`src/rtl/u8dec_pkg.sv`:
```
// Shared types, constants and the lead-byte classifier for the UTF-8 decoder.
// Used by every module of the decoder; depends on nothing.
package u8dec_pkg;

   // Field widths
   localparam int BYTE_W = 8;
   localparam int CP_W   = 21;
   localparam int DUE_W  = 2;

   // Default depth of the queue between the front and back parts
   localparam int QUEUE_DEPTH = 4;

   // Replacement character for malformed input
   localparam logic [CP_W-1:0] REPL_CHAR = CP_W'(8'h3F);

   // Top two bits of a continuation byte
   localparam logic [1:0] CONT_TAG = 2'b10;

   // Lead byte ranges
   localparam logic [BYTE_W-1:0] LEAD4_LO = 8'hF0;
   localparam logic [BYTE_W-1:0] LEAD4_HI = 8'hF4;
   localparam logic [BYTE_W-1:0] LEAD3_LO = 8'hE0;
   localparam logic [BYTE_W-1:0] LEAD3_HI = 8'hEF;
   localparam logic [BYTE_W-1:0] LEAD2_LO = 8'hC2;
   localparam logic [BYTE_W-1:0] LEAD2_HI = 8'hDF;

   // Number of continuation bytes a lead byte opens
   localparam logic [DUE_W-1:0] DUE_NONE  = 2'd0;
   localparam logic [DUE_W-1:0] DUE_ONE   = 2'd1;
   localparam logic [DUE_W-1:0] DUE_TWO   = 2'd2;
   localparam logic [DUE_W-1:0] DUE_THREE = 2'd3;

   // One queue entry: a result, optionally preceded by a replacement result
   typedef struct packed {
      logic            two;
      logic [CP_W-1:0] code_point;
      logic            replaced;
   } entry_type;

   // Queue status seen by the front and back parts
   typedef struct packed {
      logic full;
      logic empty;
   } q_status_type;

   // Continuation bytes due after a lead byte; none for anything else.
   function automatic logic [DUE_W-1:0] lead_len(input logic [BYTE_W-1:0] b);
      logic [DUE_W-1:0] n;
      if (b >= LEAD4_LO && b <= LEAD4_HI) begin
         n = DUE_THREE;
      end else if (b >= LEAD3_LO && b <= LEAD3_HI) begin
         n = DUE_TWO;
      end else if (b >= LEAD2_LO && b <= LEAD2_HI) begin
         n = DUE_ONE;
      end else begin
         n = DUE_NONE;
      end
      return n;
   endfunction

endpackage

```
`src/rtl/u8dec_front.sv`:
```
// Front part of the UTF-8 decoder: accepts bytes, keeps the sequence state
// and pushes finished results into the queue. Depends on u8dec_pkg.
module u8dec_front
   import u8dec_pkg::*;
(
   input  logic              clock,
   input  logic              reset,
   input  logic              req_tvalid,
   input  logic [BYTE_W-1:0] req_byte,
   input  logic              req_eot,
   input  q_status_type      q_status,
   output logic              req_ready,
   output logic              push,
   output entry_type         push_entry
);

   logic [DUE_W-1:0] bytes_due_ff, bytes_due_in;
   logic [CP_W-1:0]  partial_ff,   partial_in;

   logic             accept;
   logic [DUE_W-1:0] lead_n;
   logic [CP_W-1:0]  lead_cp;
   logic             lead_repl;
   logic [CP_W-1:0]  lead_part;
   logic [CP_W-1:0]  acc;

   assign req_ready = !q_status.full;
   assign accept    = req_tvalid && req_ready;

   // Classify the byte as a lead
   assign lead_n    = lead_len(req_byte);
   assign lead_repl = req_byte[BYTE_W-1];
   assign lead_cp   = lead_repl ? REPL_CHAR : CP_W'(req_byte);
   assign acc       = {partial_ff[CP_W-7:0], req_byte[5:0]};

   // Payload bits that a lead byte contributes
   always_comb begin
      unique case (lead_n)
         DUE_THREE: lead_part = CP_W'(req_byte[2:0]);
         DUE_TWO:   lead_part = CP_W'(req_byte[3:0]);
         DUE_ONE:   lead_part = CP_W'(req_byte[4:0]);
         default:   lead_part = '0;
      endcase
   end

   // Sequence state update and result generation
   always_comb begin
      bytes_due_in = bytes_due_ff;
      partial_in   = partial_ff;
      push         = 1'b0;
      push_entry   = '{two: 1'b0, code_point: REPL_CHAR, replaced: 1'b1};
      if (accept) begin
         if (req_eot) begin
            bytes_due_in = DUE_NONE;
            partial_in   = '0;
            push         = (bytes_due_ff != DUE_NONE);
         end else if (bytes_due_ff != DUE_NONE) begin
            if (req_byte[7:6] == CONT_TAG) begin
               bytes_due_in = bytes_due_ff - DUE_ONE;
               partial_in   = acc;
               if (bytes_due_ff == DUE_ONE) begin
                  push       = 1'b1;
                  push_entry = '{two: 1'b0, code_point: acc, replaced: 1'b0};
                  partial_in = '0;
               end
            end else begin
               // Broken sequence: replacement, then the byte again as a lead
               push = 1'b1;
               if (lead_n != DUE_NONE) begin
                  bytes_due_in = lead_n;
                  partial_in   = lead_part;
               end else begin
                  bytes_due_in = DUE_NONE;
                  partial_in   = '0;
                  push_entry   = '{two: 1'b1, code_point: lead_cp, replaced: lead_repl};
               end
            end
         end else if (lead_n != DUE_NONE) begin
            bytes_due_in = lead_n;
            partial_in   = lead_part;
         end else begin
            push       = 1'b1;
            push_entry = '{two: 1'b0, code_point: lead_cp, replaced: lead_repl};
         end
      end
   end

   always_ff @(posedge clock) begin
      if (reset) begin
         bytes_due_ff <= DUE_NONE;
         partial_ff   <= '0;
      end else begin
         bytes_due_ff <= bytes_due_in;
         partial_ff   <= partial_in;
      end
   end

   // An end of text always leaves no sequence pending.
   a_eot_clears: assert property (@(posedge clock) disable iff (reset)
      (accept && req_eot) |=> (bytes_due_ff == DUE_NONE))
      else $error("sequence still pending after end of text");

   // The accumulator is empty whenever no sequence is open.
   a_idle_partial: assert property (@(posedge clock) disable iff (reset)
      (bytes_due_ff == DUE_NONE) |-> (partial_ff == '0))
      else $error("stale accumulator bits with no sequence pending");

   // Every word pushed finds space in the queue.
   a_push_space: assert property (@(posedge clock) disable iff (reset)
      push |-> !q_status.full)
      else $error("push into a full queue");

endmodule

```
`src/rtl/u8dec_queue.sv`:
```
// Short queue of decoded entries between the front and back parts.
// Depends on u8dec_pkg for the entry and status types.
module u8dec_queue
   import u8dec_pkg::*;
#(
   parameter int DEPTH = QUEUE_DEPTH
)
(
   input  logic         clock,
   input  logic         reset,
   input  logic         push,
   input  entry_type    push_entry,
   input  logic         pop,
   output entry_type    head,
   output q_status_type q_status
);

   localparam int PTR_W = (DEPTH > 1) ? $clog2(DEPTH) : 1;
   localparam int CNT_W = $clog2(DEPTH + 1);
   localparam logic [PTR_W-1:0] LAST_PTR = PTR_W'(DEPTH - 1);
   localparam logic [CNT_W-1:0] FULL_CNT = CNT_W'(DEPTH);

   entry_type        mem_ff [DEPTH];
   logic [PTR_W-1:0] wr_ptr_ff, wr_ptr_in;
   logic [PTR_W-1:0] rd_ptr_ff, rd_ptr_in;
   logic [CNT_W-1:0] count_ff,  count_in;

   assign head           = mem_ff[rd_ptr_ff];
   assign q_status.full  = (count_ff == FULL_CNT);
   assign q_status.empty = (count_ff == '0);

   // Pointer and fill count update
   always_comb begin
      wr_ptr_in = wr_ptr_ff;
      rd_ptr_in = rd_ptr_ff;
      count_in  = count_ff;
      if (push) begin
         wr_ptr_in = (wr_ptr_ff == LAST_PTR) ? '0 : wr_ptr_ff + PTR_W'(1);
      end
      if (pop) begin
         rd_ptr_in = (rd_ptr_ff == LAST_PTR) ? '0 : rd_ptr_ff + PTR_W'(1);
      end
      if (push && !pop) begin
         count_in = count_ff + CNT_W'(1);
      end else if (pop && !push) begin
         count_in = count_ff - CNT_W'(1);
      end
   end

   always_ff @(posedge clock) begin
      if (reset) begin
         wr_ptr_ff <= '0;
         rd_ptr_ff <= '0;
         count_ff  <= '0;
      end else begin
         wr_ptr_ff <= wr_ptr_in;
         rd_ptr_ff <= rd_ptr_in;
         count_ff  <= count_in;
      end
   end

   // Entry storage
   always_ff @(posedge clock) begin
      if (push) begin
         mem_ff[wr_ptr_ff] <= push_entry;
      end
   end

   // The fill count never passes the depth.
   a_count_range: assert property (@(posedge clock) disable iff (reset)
      count_ff <= FULL_CNT)
      else $error("queue fill count beyond depth");

   // Nothing is taken from an empty queue.
   a_no_underflow: assert property (@(posedge clock) disable iff (reset)
      pop |-> !q_status.empty)
      else $error("pop from an empty queue");

   // Pointers meet whenever the queue is empty.
   a_ptr_gap: assert property (@(posedge clock) disable iff (reset)
      (count_ff == '0) |-> (wr_ptr_ff == rd_ptr_ff))
      else $error("queue pointers disagree with fill count");

endmodule

```
`src/rtl/u8dec_back.sv`:
```
// Back part of the UTF-8 decoder: takes entries from the queue and drives
// the result channel through an output register. Depends on u8dec_pkg.
module u8dec_back
   import u8dec_pkg::*;
(
   input  logic            clock,
   input  logic            reset,
   input  entry_type       head,
   input  q_status_type    q_status,
   output logic            pop,
   input  logic            rsp_tready,
   output logic            rsp_tvalid,
   output logic [CP_W-1:0] rsp_cp,
   output logic            rsp_repl,
   output logic            rsp_last
);

   logic            rsp_tvalid_ff, rsp_tvalid_in;
   logic [CP_W-1:0] rsp_cp_ff,     rsp_cp_in;
   logic            rsp_repl_ff,   rsp_repl_in;
   logic            rsp_last_ff,   rsp_last_in;
   logic            phase_ff,      phase_in;
   logic            load_ok;

   // The output register may be refilled when empty or being taken
   assign load_ok = !rsp_tvalid_ff || rsp_tready;

   // Split a double entry into a replacement word and then its own word
   always_comb begin
      rsp_tvalid_in = rsp_tvalid_ff;
      rsp_cp_in     = rsp_cp_ff;
      rsp_repl_in   = rsp_repl_ff;
      rsp_last_in   = rsp_last_ff;
      phase_in      = phase_ff;
      pop           = 1'b0;
      if (load_ok) begin
         rsp_tvalid_in = !q_status.empty;
         if (!q_status.empty) begin
            if (head.two && !phase_ff) begin
               rsp_cp_in   = REPL_CHAR;
               rsp_repl_in = 1'b1;
               rsp_last_in = 1'b0;
               phase_in    = 1'b1;
            end else begin
               rsp_cp_in   = head.code_point;
               rsp_repl_in = head.replaced;
               rsp_last_in = 1'b1;
               phase_in    = 1'b0;
               pop         = 1'b1;
            end
         end
      end
   end

   always_ff @(posedge clock) begin
      if (reset) begin
         rsp_tvalid_ff <= 1'b0;
         phase_ff      <= 1'b0;
      end else begin
         rsp_tvalid_ff <= rsp_tvalid_in;
         phase_ff      <= phase_in;
      end
   end

   always_ff @(posedge clock) begin
      rsp_cp_ff   <= rsp_cp_in;
      rsp_repl_ff <= rsp_repl_in;
      rsp_last_ff <= rsp_last_in;
   end

   assign rsp_tvalid = rsp_tvalid_ff;
   assign rsp_cp     = rsp_cp_ff;
   assign rsp_repl   = rsp_repl_ff;
   assign rsp_last   = rsp_last_ff;

   // The second half of a split entry is still at the queue head.
   a_phase_head: assert property (@(posedge clock) disable iff (reset)
      phase_ff |-> (!q_status.empty && head.two))
      else $error("split entry lost from the queue head");

   // A word that is not the last of its item is followed at once by the last.
   a_pair_follows: assert property (@(posedge clock) disable iff (reset)
      (rsp_tvalid_ff && !rsp_last_ff && rsp_tready) |=> (rsp_tvalid_ff && rsp_last_ff))
      else $error("second word of an item did not follow");

   // A non-final word is always a replacement.
   a_first_repl: assert property (@(posedge clock) disable iff (reset)
      (rsp_tvalid_ff && !rsp_last_ff) |-> (rsp_repl_ff && rsp_cp_ff == REPL_CHAR))
      else $error("non-final word is not a replacement");

endmodule

```
`src/rtl/utf8_byte_stream_decoder.sv`:
```
// UTF-8 byte stream decoder, top level: front part, queue and back part.
// Depends on u8dec_pkg, u8dec_front, u8dec_queue and u8dec_back.
//
// Usage:
//  The request channel carries one byte of UTF-8 text per word in
//  req_tdata; req_tlast marks end of text, in which case the byte is
//  ignored and any open sequence is flushed as a replacement.
//  The response channel gives code points in rsp_tdata, with rsp_tuser set
//  when the code point is the replacement '?' for malformed input and
//  rsp_tlast set on the final result that one request word causes.
//  Lead bytes that open a sequence and continuation bytes that do not end
//  one give no result; a broken sequence can give two results.
//  Timing: a result is written into the entry queue and then loaded into
//  the output register, which raises rsp_tvalid.
//  Throughput: one byte per cycle while the queue has space; an item with two
//  results gives two output words, absorbed by the entry queue.
//  Reset clears the open sequence, empties the queue and drops rsp_tvalid.
//  When the receiver stalls, the output register holds its word and the
//  queue fills; req_tready falls once the queue is full.
module utf8_byte_stream_decoder
   import u8dec_pkg::*;
#(
   parameter int QueueDepth = QUEUE_DEPTH
)
(
   input  logic        clock,
   input  logic        reset,
   input  logic        req_tvalid,
   output logic        req_tready,
   input  logic [7:0]  req_tdata,   // [7:0] byte_value
   input  logic        req_tlast,   // end_of_text
   output logic        rsp_tvalid,
   input  logic        rsp_tready,
   output logic [23:0] rsp_tdata,   // [20:0] code_point, [23:21] zero
   output logic        rsp_tuser,   // replaced
   output logic        rsp_tlast    // last_of_run
);

   logic            push;
   logic            pop;
   entry_type       push_entry;
   entry_type       head;
   q_status_type    q_status;
   logic [CP_W-1:0] rsp_cp;

   u8dec_front u_front (
      .clock      (clock),
      .reset      (reset),
      .req_tvalid (req_tvalid),
      .req_byte   (req_tdata),
      .req_eot    (req_tlast),
      .q_status   (q_status),
      .req_ready  (req_tready),
      .push       (push),
      .push_entry (push_entry)
   );

   u8dec_queue #(
      .DEPTH (QueueDepth)
   ) u_queue (
      .clock      (clock),
      .reset      (reset),
      .push       (push),
      .push_entry (push_entry),
      .pop        (pop),
      .head       (head),
      .q_status   (q_status)
   );

   u8dec_back u_back (
      .clock      (clock),
      .reset      (reset),
      .head       (head),
      .q_status   (q_status),
      .pop        (pop),
      .rsp_tready (rsp_tready),
      .rsp_tvalid (rsp_tvalid),
      .rsp_cp     (rsp_cp),
      .rsp_repl   (rsp_tuser),
      .rsp_last   (rsp_tlast)
   );

   // Pad the code point to whole bytes
   assign rsp_tdata = {3'b000, rsp_cp};

endmodule

```
`config.mk`:
```
export PLATFORM = sky130hd
export DESIGN_NAME = utf8_byte_stream_decoder
export DESIGN_NICKNAME = d
export VERILOG_FILES = /design/src/rtl/u8dec_pkg.sv /design/src/rtl/u8dec_front.sv /design/src/rtl/u8dec_queue.sv /design/src/rtl/u8dec_back.sv /design/src/rtl/utf8_byte_stream_decoder.sv
export SDC_FILE = /design/constraint.sdc
export NUM_CORES = 1
export LEC_CHECK = 0
export BUFFER_PORTS_ARGS = -buffer_cell sky130_fd_sc_hd__buf_4
export CAP_MARGIN = 20
export CORE_MARGIN = 10
export CORE_UTILIZATION = 50
export CTS_BUF_LIST = sky130_fd_sc_hd__clkbuf_8
export DETAILED_ROUTE_END_ITERATION = 10
export HOLD_SLACK_MARGIN = 0.06
export PLACE_DENSITY = 0.68
export SLEW_MARGIN = 20
export SYNTH_ARGS = -nofsm -noshare
export SYNTH_HDL_FRONTEND = slang
export SYNTH_HIERARCHICAL = 1
export SYNTH_SLANG_ARGS = --single-unit
```
`constraint.sdc`:
```
create_clock -name clock -period 5.6 [get_ports clock]
set_input_delay 0.84 -clock clock [delete_from_list [all_inputs] [get_ports clock]]
set_output_delay 0.84 -clock clock [all_outputs]
set_load 0.005 [all_outputs]
```
==> reports/metrics.sh <==
SYNTH.AVG_CELL_AREA_SQ_UM=17.06
POWER.LEAKAGE_nW=2.234
FIRST_GLOBAL_VIAS=2987
DRT_ITER0_MARKERS=271
SYNTHTOLAYOUTAREAGROWTH_PCT=14.31
POST_SYNTH_XOR_AREA_FRACTION_PCT=0.3064
YS_TOP_CELLS_BY_COUNT='edfxtp_1, and2_1, dfxtp_1'
MAXSLEWHEADROOM_PCT=24.31
SYNTH_ADDER_AREA_SHARE_PCT=2.101
WORST_SLACK_PS=2325
FINAL-MAX-SLEW-VIOLATION-COUNT=0
WORSTHOLDPATHTYPE='reg2reg'
POSTSYNTHREGISTERBITS=143
DRC=0
SYNTH_COMPOUND_GATE_AREA_SHARE_PCT=5.362
TIMING_HOLD_VIOLATIONS_FINAL=0
RUN_STATUS='completed'
WIRE_PER_INST_MICRONS=18.66
P_TOTAL_mW=2.845
GRT_MAX_DEGREE=26
SYNTH_LARGEST_TYPE_AREA_FRACTION_PCT=60.41
DIE_H_MICRONS=126.9
COMBINATIONAL_FAMILY_WITH_THE_MOST_AREA_AFTER_SYNTHESIS='multiplexers'
CLOCK_TREE.ROOT_CELL='clkbuf_8'
GRT.TOTAL_USAGE_PCT=13.11
VIAS=2960
WORST_MAX_SLEW_PIN_SLEW_PS=1126
MAXCAPVIOLATIONS=0
ROUTED_WL_MICRONS=10060
DR.PASS1.ITERS=5
GRT_SETUP_UNREPAIRED='false'
HTREE_NUM_LEVELS=4
ANTENNA_CELLS_INSERTED=0
YOSYS_WARN_COUNT=6
GP_ROUTABILITY_CONGESTION=0.8184
GLOBAL_ROUTE.OVERFLOW_TOTAL=0
WORSTPATHREQUIRED_PS=5950
CTS.REPAIR_TIMING.SETUP_BUFFER_COUNT=0
WORST_IR_DROP_VDD_mV=0.1892
WORST_SETUP_START_KIND='input port'
POWER_DENSITY_mW_PER_MM2=435.4
CTS_INSERTED_BUFFERS=17
ANTENNA_FOUND_INITIAL=0
WORST_EP_ARRIVAL_TIME_PS=3620
SETUP-TNS-FINAL_PS=0
SYNTHESIS.INSTANCES=335
FINALHOLDWORSTSLACK_PS=473.1
CTS_MAX_PATH_BUFFERS=2
WORSTSKEWPAIRLATENCY_PS=420
GLOBAL_ROUTE_WIRE_LENGTH_BEFORE_REPAIR_MICRONS=16250
SYNTHARSTFLOPSHARE_PCT=0
CP-END-KIND='register'
LAYOUT-DRIVE-GT1-SHARE_PCT=25.31
SYNTH_SIMPLE_GATE_AREA_SHARE_PCT=9.236
CTS_NUM_SINKS=143
FINAL.MIN_CLOCK_PERIOD_PS=3275
SETUP_SKEW_AFTER_LAYOUT_PS=14.35
FINAL-SETUP-VIOL-COUNT=0
POST-ROUTE-CELL-AREA_SQ_MM=0.006535
DIE-WIDTH_MICRONS=126.9
CLK_PIN_SLEW_WORST_PATHS_PS=70
SEQ_AREA_FRAC_SYNTH_PCT=70.21
PERIOD_SHARE_PCT=58.48
CRITICALPATHCATEGORY='in2reg'
IO_PINS=41
FILLER_CELL_COUNT=869
SYNTH.TOP_CELLS.BY_AREA='edfxtp_1, dfxtp_1, mux4_2'
CTS-RESIZED-GATES=0
YOSYSUNIQUECELLTYPES=43
SYNTH_FLOP_CELL='edfxtp_1'
MAX_CLOCK_FREQ_GHz=0.3054
DPL_CELL_AREA_SQ_MM=0.006117
LIBRARY_CELL_WITH_THE_HIGHEST_INSTANCE_COUNT_AFTER_SYNTHESIS='edfxtp_1'
DESIGN.CORE.AREA_SQ_MM=0.01103
POST_CTS_HOLD_BUFFER_COUNT=0
SYNTH.CELL_AREA_SQ_MM=0.005717
DP_WORST_SETUP_SLACK_PS=1911
SYNTH_EDF_COUNT=115
DIEAREA_SQ_MM=0.01611
NUMBER_OF_I_O_PORT_BUFFERS=37
CTS_TREE='yes'
DETAILEDPLACEMENTHPWL_MICRONS=6412
FP-ROW-COUNT=38
LARGEST_AREA_CONTRIBUTOR_IN_THE_SYNTHESIZED_NETLIST='edfxtp_1'
FINAL_ANTENNA_NET_COUNT=0
INITIAL_CORE_UTIL_PCT=51.83
WORSTPATHMAXFANOUT=7
FINAL_NETS=408
PORTION_OF_NETLIST_AREA_OCCUPIED_BY_MUX_CELLS_PCT=9.958
POST_DRT_VIA_CELL_RATIO=5.492
-- final cells by class --
class / count / area, sq um / share of cell area, %
Clock buffer: 20 / 275.3 / 4.212
Clock inverter: 12 / 142.6 / 2.183
Inverter: 11 / 41.29 / 0.6318
Multi-Input combinational cell: 169 / 1555 / 23.80
Sequential cell: 143 / 4015 / 61.44
Tap cell: 140 / 175.2 / 2.680
Timing Repair Buffer: 44 / 330.3 / 5.055
-- registers in the layout, indices dropped and copies added, names as in the netlist, named ones only --
name                  cells
u_front/partial_ff       15
u_back/phase_ff           1
u_queue/mem_ff           92
u_back/rsp_cp            21
u_back/rsp_tvalid         1
u_queue/rd_ptr_ff         2
u_queue/wr_ptr_ff         2
u_back/rsp_last           1
u_front/bytes_due_ff      2
u_back/rsp_repl           1
u_queue/count_ff          3
-- metrics by stage --
stage                     std cells  utilization (%)
after floorplan                 337                -
after global placement          507            55.44
after detailed placement        507            55.46
after CTS                       539            59.24
after global routing            539            59.24
final                           539            59.24
-- metal layers --
layer / wire length, microns / GRT usage [%]
met5: 0 / 0
met2: 4963 / 21.23
met4: 54 / 4.555
met3: 571 / 4.706
met1: 4466 / 15.89
-- power breakdown --
part / internal [mW] / switching, mW / total [mW] / leakage [nW]
clock: 0.471 / 0.365 / 0.836 / 0.212
combinational: 0.322 / 0.309 / 0.631 / 0.740
sequential: 1.32 / 0.0589 / 1.38 / 1.28
total: 2.11 / 0.732 / 2.85 / 2.23
-- worst paths after layout --
check | startpoint | end | slack (ps) | cells after the start
max | req_tdata[2] | u_queue/count_ff[2]$_SDFFE_PP0P_ | 2330 | 12
min | u_front/partial_ff[12]$_SDFFE_PP0P_ | u_front/partial_ff[12]$_SDFFE_PP0P_ | 470 | 1
max reg2reg | register | u_queue/count_ff[2]$_SDFFE_PP0P_ | 2670 | 11
min reg2reg | u_front/partial_ff[12]$_SDFFE_PP0P_ | u_front/partial_ff[12]$_SDFFE_PP0P_ | 470 | 1
-- cell families after synthesis --
group | count (synthesis)
AO/OA/AOI/OAI | 38
AND/OR/NAND/NOR | 90
buffers and inverters | 25
flip-flops | 143
multiplexers | 27
XOR/XNOR | 2
adder cells (fa/ha/maj) | 9
other | 1
-- placed cells by master (no fill, tap or decap), types with 3 or more instances in the layout --
cell type / netlist / layout
nor2b_1: 3 / 3
buf_4: 3 / 44
mux4_1: 3 / 3
edfxtp_1: 115 / 115
and2_1: 34 / 34
o21ai_0: 3 / 3
nor3_1: 6 / 6
a21oi_1: 7 / 7
nand2b_1: 16 / 16
o31ai_1: 3 / 3
inv_1: 11 / 13
a22o_1: 11 / 11
nor2_1: 13 / 12
clkbuf_8: 0 / 20
ha_1: 8 / 8
conb_1: 1 / 3
bufinv_16: 0 / 3
mux4_2: 20 / 20
a32o_1: 5 / 5
nand2_1: 7 / 7
mux2i_1: 4 / 4
dfxtp_1: 28 / 27
-- critical path, cell delays in order --
cell,delay (ps)
buf_4,130
nor3_1,310
nand2_1,170
nand4_2,170
or2b_1,230
a21oi_1,460
ha_1,280
inv_1,60
fa_1,370
xor2_1,160
or3_1,300
a21oi_1,150
(Power assumes the default switching activity.)
